===== src/design/mrsd_pkg.sv =====
// Package for the modem rate-signal detector: configuration types, register
// indexes, reset values and the rate priority function.
// No dependencies.
`timescale 1ns / 1ps
`default_nettype none

package mrsd_pkg;

  typedef enum logic [1:0] {
    MODE_OFF = 2'd0,
    MODE_R   = 2'd1,
    MODE_E   = 2'd2
  } mode_t;

  typedef enum logic [1:0] {
    REG_MODE     = 2'd0,
    REG_MASK     = 2'd1,
    REG_EXPECTED = 2'd2
  } reg_index_t;

  typedef enum logic [2:0] {
    RATE_QPSK   = 3'd0,
    RATE_QAM16  = 3'd1,
    RATE_QAM32  = 3'd2,
    RATE_QAM64  = 3'd3,
    RATE_QAM128 = 3'd4
  } rate_t;

  typedef struct packed {
    logic [1:0]  mode;
    logic [15:0] mask;
    logic [15:0] expected;
  } cfg_t;

  localparam int unsigned CFG_DATA_W = 16;
  localparam logic [1:0]  MODE_RESET = 2'd0;
  localparam logic [15:0] MASK_RESET = 16'h8888;
  localparam logic [15:0] EXPECTED_RESET = 16'h8880;
  localparam logic [15:0] WINDOW_RESET = 16'hFFFF;
  localparam logic [2:0]  SKIP_AFTER_FIRST = 3'd7;

  function automatic logic [2:0] rate_of(input logic [15:0] w);
    logic [2:0] r;
    if (w[3]) begin
      r = RATE_QAM128;
    end else if (w[5]) begin
      r = RATE_QAM64;
    end else if (w[9]) begin
      r = RATE_QAM32;
    end else if (w[6]) begin
      r = RATE_QAM16;
    end else begin
      r = RATE_QPSK;
    end
    return r;
  endfunction

endpackage

`default_nettype wire


===== src/design/modem_rate_signal_detector.sv =====
// Top level of the modem rate-signal detector: input register, step logic,
// result register. Depends on mrsd_pkg, mrsd_cfg and mrsd_core.
//
//   channel  signals                     direction  payload
//   in       in_valid / in_ready         sink       dibit
//   out      out_valid / out_ready       source     detected, rate_code
//   cfg      cfg_we                      sink       cfg_addr, cfg_data
//
// One dibit per cycle while out_ready holds; input register, then result.
// The step runs from the input register straight into the result register.
// Reset (synchronous, rst high) empties both registers and restores state.
// A stalled result holds; the input register still takes one more transaction.
`timescale 1ns / 1ps
`default_nettype none

module modem_rate_signal_detector (
  input  wire logic                            clk,
  input  wire logic                            rst,
  input  wire logic                            cfg_we,
  input  wire logic [1:0]                      cfg_addr,
  input  wire logic [mrsd_pkg::CFG_DATA_W-1:0] cfg_data,
  input  wire logic                            in_valid,
  output logic                                 in_ready,
  input  wire logic [1:0]                      dibit,
  output logic                                 out_valid,
  input  wire logic                            out_ready,
  output logic                                 detected,
  output logic [2:0]                           rate_code
);

  mrsd_pkg::cfg_t cfg;
  logic       in_reg_valid;
  logic [1:0] in_reg_dibit;
  logic       advance;
  logic       hit;
  logic [2:0] rate_next;

  assign advance  = in_reg_valid && (!out_valid || out_ready);
  assign in_ready = !in_reg_valid || advance;

  mrsd_cfg u_cfg (
    .clk      (clk),
    .rst      (rst),
    .cfg_we   (cfg_we),
    .cfg_addr (cfg_addr),
    .cfg_data (cfg_data),
    .cfg      (cfg)
  );

  mrsd_core u_core (
    .clk       (clk),
    .rst       (rst),
    .step      (advance),
    .dibit     (in_reg_dibit),
    .cfg       (cfg),
    .hit       (hit),
    .rate_next (rate_next)
  );

  always_ff @(posedge clk) begin
    if (rst) begin
      in_reg_valid <= 1'b0;
    end else if (in_ready) begin
      in_reg_valid <= in_valid;
    end
  end

  always_ff @(posedge clk) begin
    if (in_ready && in_valid) begin
      in_reg_dibit <= dibit;
    end
  end

  always_ff @(posedge clk) begin
    if (rst) begin
      out_valid <= 1'b0;
    end else if (advance) begin
      out_valid <= 1'b1;
    end else if (out_ready) begin
      out_valid <= 1'b0;
    end
  end

  always_ff @(posedge clk) begin
    if (advance) begin
      detected  <= hit;
      rate_code <= rate_next;
    end
  end

endmodule

`default_nettype wire


===== src/design/mrsd_cfg.sv =====
// Configuration registers of the modem rate-signal detector.
// Depends on mrsd_pkg.
`timescale 1ns / 1ps
`default_nettype none

module mrsd_cfg (
  input  wire logic                         clk,
  input  wire logic                         rst,
  input  wire logic                         cfg_we,
  input  wire logic [1:0]                   cfg_addr,
  input  wire logic [mrsd_pkg::CFG_DATA_W-1:0] cfg_data,
  output mrsd_pkg::cfg_t                    cfg
);

  always_ff @(posedge clk) begin
    if (rst) begin
      cfg.mode     <= mrsd_pkg::MODE_RESET;
      cfg.mask     <= mrsd_pkg::MASK_RESET;
      cfg.expected <= mrsd_pkg::EXPECTED_RESET;
    end else if (cfg_we) begin
      case (cfg_addr)
        mrsd_pkg::REG_MODE:     cfg.mode     <= cfg_data[1:0];
        mrsd_pkg::REG_MASK:     cfg.mask     <= cfg_data;
        mrsd_pkg::REG_EXPECTED: cfg.expected <= cfg_data;
        default: ;
      endcase
    end
  end

endmodule

`default_nettype wire


===== src/design/mrsd_core.sv =====
// Detection state and per-dibit step logic: window, candidate word, skip
// counter and held rate. Depends on mrsd_pkg.
`timescale 1ns / 1ps
`default_nettype none

module mrsd_core (
  input  wire logic           clk,
  input  wire logic           rst,
  input  wire logic           step,
  input  wire logic [1:0]     dibit,
  input  wire mrsd_pkg::cfg_t cfg,
  output logic                hit,
  output logic [2:0]          rate_next
);

  logic [15:0] window;
  logic [15:0] window_next;
  logic [15:0] candidate;
  logic [15:0] candidate_next;
  logic [2:0]  skip_count;
  logic [2:0]  skip_count_next;
  logic [2:0]  held_rate;
  logic [15:0] shifted;

  always_comb begin
    shifted         = {window[13:0], dibit};
    window_next     = shifted;
    candidate_next  = candidate;
    skip_count_next = skip_count;
    rate_next       = held_rate;
    hit             = 1'b0;
    case (cfg.mode)
      mrsd_pkg::MODE_R: begin
        if (skip_count != 3'd0) begin
          skip_count_next = skip_count - 3'd1;
        end else if ((shifted & cfg.mask) == cfg.expected) begin
          if (shifted == candidate) begin
            rate_next   = mrsd_pkg::rate_of(shifted);
            window_next = 16'd0;
            hit         = 1'b1;
          end else begin
            candidate_next  = shifted;
            skip_count_next = mrsd_pkg::SKIP_AFTER_FIRST;
          end
        end else begin
          candidate_next = 16'd0;
        end
      end
      mrsd_pkg::MODE_E: begin
        hit = ((shifted & cfg.mask) == cfg.mask);
      end
      default: ;
    endcase
  end

  always_ff @(posedge clk) begin
    if (rst) begin
      window     <= mrsd_pkg::WINDOW_RESET;
      candidate  <= 16'd0;
      skip_count <= 3'd0;
      held_rate  <= 3'd0;
    end else if (step) begin
      window     <= window_next;
      candidate  <= candidate_next;
      skip_count <= skip_count_next;
      held_rate  <= rate_next;
    end
  end

`ifndef SYNTHESIS
  a_clear_after_pair: assert property (@(posedge clk) disable iff (rst)
    step && hit && (cfg.mode == mrsd_pkg::MODE_R) |=> window == 16'd0)
    else $error("window not cleared after R pair");

  a_skip_counts_down: assert property (@(posedge clk) disable iff (rst)
    step && (cfg.mode == mrsd_pkg::MODE_R) && (skip_count != 3'd0)
    |=> skip_count == 3'($past(skip_count) - 3'd1))
    else $error("skip counter did not count down");

  a_candidate_held_in_skip: assert property (@(posedge clk) disable iff (rst)
    step && (skip_count != 3'd0) |=> candidate == $past(candidate))
    else $error("candidate changed while skipping");

  a_rate_in_range: assert property (@(posedge clk) disable iff (rst)
    held_rate <= mrsd_pkg::RATE_QAM128)
    else $error("held rate out of range");
`endif

endmodule

`default_nettype wire

===== config.mk =====
export PLATFORM = sky130hd
export DESIGN_NAME = modem_rate_signal_detector
export DESIGN_NICKNAME = d
export VERILOG_FILES = /design/src/design/mrsd_pkg.sv /design/src/design/modem_rate_signal_detector.sv /design/src/design/mrsd_cfg.sv /design/src/design/mrsd_core.sv
export SDC_FILE = /design/constraint.sdc
export NUM_CORES = 1
export LEC_CHECK = 0
export BUFFER_PORTS_ARGS = -buffer_cell sky130_fd_sc_hd__buf_2
export CELL_PAD_IN_SITES_DETAIL_PLACEMENT = 1
export CELL_PAD_IN_SITES_GLOBAL_PLACEMENT = 2
export CORE_ASPECT_RATIO = 1.2
export CORE_MARGIN = 2
export CORE_UTILIZATION = 30
export CTS_BUF_LIST = sky130_fd_sc_hd__clkbuf_8
export DETAILED_ROUTE_END_ITERATION = 10
export GPL_ROUTABILITY_DRIVEN = 0
export PLACE_DENSITY_LB_ADDON = 0.1
export SKIP_CTS_REPAIR_TIMING = 1
export SYNTH_ARGS = -nofsm -noshare
export SYNTH_HDL_FRONTEND = slang
export SYNTH_SLANG_ARGS = --single-unit

===== constraint.sdc =====
create_clock -name clk -period 5.6 [get_ports clk]
set_clock_uncertainty 0.15 [all_clocks]
set_input_delay 0.28 -clock clk [delete_from_list [all_inputs] [get_ports clk]]
set_output_delay 0.28 -clock clk [all_outputs]
set_load 0.05 [all_outputs]

After elaboration in Yosys (flattened, before gate mapping)
Cells that the tools add are included.
{"block": "word_totals", "register_bits": 78, "in_bits": 25, "word_cells": 62}
{"block": "op_classes", "n_addsub": 1, "eq_ne": 9, "n_mux": 23, "n_bitwise": 2, "reduce_logical": 15}
{"operator": "$mux 14", "count": 4}
{"operator": "$eq 16x16->1", "count": 3}
{"operator": "$mux 16", "count": 2}
{"operator": "$mux 3", "count": 9}
{"operator": "$and 16x16->16", "count": 1}
{"operator": "$reduce_and 4->1", "count": 2}
{"operator": "$mux 1", "count": 6}
{"operator": "$reduce_and 2->1", "count": 3}
{"operator": "$eq 2x1->1 const B", "count": 2}
{"operator": "$eq 2x2->1 const B", "count": 2}
{"operator": "$reduce_bool 2->1", "count": 2}
{"operator": "$reduce_bool 3->1", "count": 1}
{"operator": "$sub 3x1->3 const B", "count": 1}
{"operator": "$logic_and 1x1->1", "count": 2}
{"operator": "$logic_not 1->1", "count": 2}
{"operator": "$logic_not 2->1", "count": 1}
{"operator": "$logic_or 1x1->1", "count": 2}
{"operator": "$mux 2", "count": 1}
{"operator": "$ne 2x1->1 const B", "count": 1}
{"operator": "$ne 2x2->1 const B", "count": 1}
{"operator": "$pmux 1 s2", "count": 1}
{"operator": "$not 1->1", "count": 1}

Logic depth before layout (Yosys ltp)
{"block": "logic_depth", "word_depth": 8, "ltp_mapped": 9, "mapped_depth_nobuf": 8}

By module
Synthesis repeated with hierarchy kept, for this count alone.
{"block": "unflattened", "hier_cells": 384, "hier_area_um2": 3767.4}
{"module": "mrsd_core", "instances": 1, "cells_each": 236, "area_each_um2": 2090.8}
{"module": "mrsd_cfg", "instances": 1, "cells_each": 132, "area_each_um2": 1392.6}
{"module": "modem_rate_signal_detector", "instances": 1, "cells_each": 16, "area_each_um2": 284.0}

Worst setup path after synthesis
Ideal clock, no wire load.
{"block": "synth_path", "path_type": "reg-to-reg", "from": "register out_valid", "to": "register u_core.skip_count[2]", "setup_ps": 132, "t_arrival_ps": 1811, "setup_slack_ps": 3507, "stages_incl_launch_ff": 9, "path_buffers": 1, "path_cell_list": "dfxtp_1 nor2b_1 nand2b_1 buf_2 inv_1 and2_1 nand2_1 mux2i_1 a21oi_1"}
{"block": "synth_via", "elab_chain_len": 4}
{"element": "start: declaration", "line": "modem_rate_signal_detector.sv:25", "source": "output logic out_valid,"}
{"element": "start signal: assignment", "line": "modem_rate_signal_detector.sv:76", "source": "out_valid <= 1'b0;"}
{"element": "start signal: assignment", "line": "modem_rate_signal_detector.sv:78", "source": "out_valid <= 1'b1;"}
{"element": "start signal: assignment", "line": "modem_rate_signal_detector.sv:80", "source": "out_valid <= 1'b0;"}
{"element": "$logic_not 1->1", "line": "modem_rate_signal_detector.sv:38", "source": "assign advance = in_reg_valid && (!out_valid || out_ready);"}
{"element": "$logic_or 1x1->1", "line": "modem_rate_signal_detector.sv:38"}
{"element": "$logic_and 1x1->1", "line": "modem_rate_signal_detector.sv:38"}
{"element": "net advance", "line": "modem_rate_signal_detector.sv:34", "source": "logic advance;"}
{"element": "$reduce_and 4->1 (no line)"}
{"element": "end signal: assignment", "line": "mrsd_core.sv:65", "source": "skip_count <= skip_count_next;"}
{"element": "end: declaration", "line": "mrsd_core.sv:20", "source": "logic [2:0] skip_count;"}
The timed path passes the listed nets, and every way through them passes these cells.
A chain may end at the register's enable or synchronous reset.

Worst setup path after layout
{"block": "layout_path", "from": "register u_core.window[1]", "to": "register rate_code[2], data pin"}
{"block": "layout_via", "elab_chain_len": 5, "word_cells_on_any_way": 8, "classes_between": "2 x eq/ne; 5 x mux; 1 x bitwise"}
{"element": "start: declaration", "line": "mrsd_core.sv:16", "source": "logic [15:0] window;"}
{"element": "start signal: assignment", "line": "mrsd_core.sv:58", "source": "window <= mrsd_pkg::WINDOW_RESET;"}
{"element": "start signal: assignment", "line": "mrsd_core.sv:63", "source": "window <= window_next;"}
{"element": "$eq 16x16->1, or another cell as far along", "line": "mrsd_core.sv:37", "source": "if (shifted == candidate) begin"}
{"element": "$mux 3 / $eq 16x16->1 (equally long branches)", "line": "mrsd_core.sv:37, mrsd_core.sv:36"}
{"element": "$mux 3 (*)", "line": "mrsd_core.sv:36", "source": "end else if ((shifted & cfg.mask) == cfg.expected) begin"}
{"element": "$mux 3 (*)", "line": "mrsd_core.sv:34", "source": "if (skip_count != 3'd0) begin"}
{"element": "$mux 3 (*)", "line": "mrsd_core.sv:32", "source": "case (cfg.mode)"}
{"element": "net rate_next[2]", "line": "modem_rate_signal_detector.sv:36", "source": "logic [2:0] rate_next;"}
{"element": "end signal: assignment", "line": "modem_rate_signal_detector.sv:87", "source": "rate_code <= rate_next;"}
{"element": "end: declaration", "line": "modem_rate_signal_detector.sv:28", "source": "output logic [2:0] rate_code"}
The timed path passes the listed nets; every way through them passes the cells marked *.

==> metrics.yaml <==
run_status: "finished with violations"
failing_checks: "negative hold slack"
hold_ws_ns: -0.0143
worst-r2r-setup-slack_ns: 2.66
setup.worst_path.class: "register to register"
final_antenna_net_count: 0
syn-mean-instance-area_um2: 9.09
power.density_cell_area_nw_per_um2: 290
power_leakage_nw: 1.59
coreArea_um2: 12000
fillers: 1446
hold-path-endpoint: "in_reg_valid"
synth-edff-count: 6
clk_lat_worst_skew_ns: 0.37
initial_antenna_violation_count: 0
max-clock-path-buffers: 2
final-setup-viol-count: 0
synth_seq_cells: 78
synth.distinct_cells: 50
critical_path_cell_sequence: "a21boi_0, a211oi_2, nand4_2, nor2_4, nand2_1, mux2_1"
worstReg2RegStart: "u_core.window[1]"
netlist.top_cell.by_area: "sky130_fd_sc_hd__dfxtp_1"
dr.pass1.iters: 4
diodes: 0
wl_um: 10500
die_w_um: 105
max_stage_delay_ns: 0.59
wl_per_cell_um: 17.8
drt_first_iter_violations: 117
floorplan.io_pins: 31
r2r_end: "rate_code[2]"
std_cell_rows: 44
cp_slowest_cell: "sky130_fd_sc_hd__dfxtp_1"
layout_min_cycle_time_ns: 2.94
worst_hold_path.num_cells: 3
viasPerCell: 5.08
synth_sequential_area_ratio: 0.444
hold_path.startpoint: "in_valid"
finalMaxSlewViolations: 0
setup.worst_path.start_class: "register"
hold_path_class: "input pin to register"
synthesis.instances: 402
cts.clk_slew.worst_paths_ns: 0.08
synth-async-reset-ratio: 0
grt_remaining_overflow: 0
worst-r2r-cell-count: 6
synth.cell_area_um2: 3660
grt_util_met1: 0.216
worstPathRequired_ns: 5.56
fin_setup_tns_ns: 0
cts_tree: "yes"
finalInstanceArea_um2: 4120
chip_height_um: 125
max-slew-margin-rel: 0.288
layout_commonest_cell: "sky130_fd_sc_hd__dfxtp_1"
synth.area.top_cells: "sky130_fd_sc_hd__dfxtp_1 39%, sky130_fd_sc_hd__nand2_1 6.6%, sky130_fd_sc_hd__a21oi_1 6.0%, sky130_fd_sc_hd__edfxtp_1 4.9%, sky130_fd_sc_hd__a221o_1 3.8%"
grt_resource_usage_total: 0.167
ir_drop_uv: 124
critPathArrivalTime_ns: 2.90
hold_viol: 5
syn2layout_area_growth_pct: 12.6
htree_num_levels: 3
synth_top_cell_area_share: 0.394
synth_flop_cell: "sky130_fd_sc_hd__dfxtp_1"
fin_total_pwr_mw: 1.19
final_util: 0.343
num-nets-final: 451
most-common-layout-cells: "72 x sky130_fd_sc_hd__dfxtp_1, 64 x sky130_fd_sc_hd__nand2_1, 44 x sky130_fd_sc_hd__a21oi_1"
achievable_clock_frequency_mhz: 341
globalRouteMet3Util: 0.0219
design.die.area_um2: 13100
cts.root.buffer_cell: "sky130_fd_sc_hd__clkbuf_8"
clkSinkCount: 78
rsz0062_at_grt: "no"
post_dp_cell_area_um2: 3860
vias: 2986
met2_usage: 0.275
actual_transition_at_the_worst_max_transition_pin_ns: 1.06
buffer_ports.inserted: 30
stdcell_count: 588
critPathCaptureType: "register"
grt_first_pass_wirelength_um: 16900
cts_made_buffers: 9
grt_max_degree: 73
drive_gt1_frac: 0.157
synth.net_count: 431
dpl.cell_count: 568
synthesis.yosys.warnings: 0
initial_utilization: 0.305
maxCapViolations: 0
post-route-period-util: 0.524
grt_busiest_layer: "met2"
post-route-drc-count: 0
worst-path-max-fanout: 25
detailed_place_hpwl_um: 7340
grt_pass1_vias: 3032
-- state kept, by name (all words and copies together) (netlist names) --
register	count
u_cfg.cfg	34
in_reg_valid	1
in_reg_dibit	2
detected	1
out_valid	1
u_core.candidate	16
u_core.held_rate	3
rate_code	3
u_core.skip_count	3
u_core.window	14
-- synthesized netlist by cell type (all sizes together) (2+ instances only) --
library cell,n
a21oi,45
and3,8
and2,2
nor2,35
a32oi,16
a21o,3
ha,4
a21bo,3
a211oi,4
clkbuf,13
nand3,6
o22a,4
o31ai,2
nand3b,5
buf,14
xor2,16
nor2b,2
o22ai,5
and3b,6
a21boi,6
nor4,6
mux2,3
a221o,14
a211o,3
inv,21
nand2,64
nand4,4
nor3,2
dfxtp,72
edfxtp,6
-- worst max-delay path by stage --
stage / start / slack [ns] / endpoint / cells past startpoint
5_1_grt: u_core.window[1] / 2.47 / rate_code[2] / 6
2_1_floorplan: out_valid / 3.51 / u_core.skip_count[2] / 8
3_5_place_dp: u_core.window[1] / 2.69 / rate_code[2] / 6
6_report: u_core.window[1] / 2.66 / rate_code[2] / 6
4_1_cts: u_core.window[1] / 2.67 / rate_code[2] / 6
3_3_place_gp: u_core.window[1] / 2.79 / rate_code[0] / 6
-- critical path: cells and delay by family, from the launching register on --
family | cells | cell delay [ns]
simple gates | 3 | 1.09
compound gates | 2 | 0.45
flops | 1 | 0.59
mux | 1 | 0.40
-- cell type report --
cell class,count,area (um2),area share
multi-input combinational,276,1800,0.436
inverter,21,78.8,0.0191
timing repair buffer,36,205,0.0498
clock buffer,10,138,0.0334
tap,161,201,0.0489
sequential,78,1620,0.394
clock inverter,6,76.3,0.0185
-- layer usage --
| layer | vias to the layer above | share of wire |
|---|---|---|
| met2 | 32 | 0.49 |
| met5 | - | 0 |
| met1 | 1470 | 0.47 |
| met4 | 0 | 0.024 |
| li1 | 1469 | - |
| met3 | 15 | 0.019 |
-- stage by stage --
| stage | hold WS, ns | worst slack [ns] |
|---|---|---|
| 2_1_floorplan | 0.229 | 3.51 |
| 3_3_place_gp | 0.312 | 2.79 |
| 3_5_place_dp | 0.310 | 2.69 |
| 4_1_cts | -0.0752 | 2.67 |
| 5_1_grt | 0.00144 | 2.47 |
| 6_report | -0.0143 | 2.66 |
-- power by group --
group	switching, mW	internal [mW]	total (mW)
Sequential	0.0300	0.580	0.610
Combinational	0.0704	0.0456	0.116
Clock	0.209	0.258	0.467
-- cell families after synthesis --
| family | Yosys count | share of synthesized area |
|---|---|---|
| simple gates | 144 | 0.207 |
| compound gates | 108 | 0.220 |
| flops | 78 | 0.444 |
| buf+inv | 48 | 0.0654 |
| xor+xnor | 16 | 0.0383 |
| mux | 4 | 0.0120 |
| fa+ha+maj | 4 | 0.0137 |
Power figures use the tool's default switching activity.
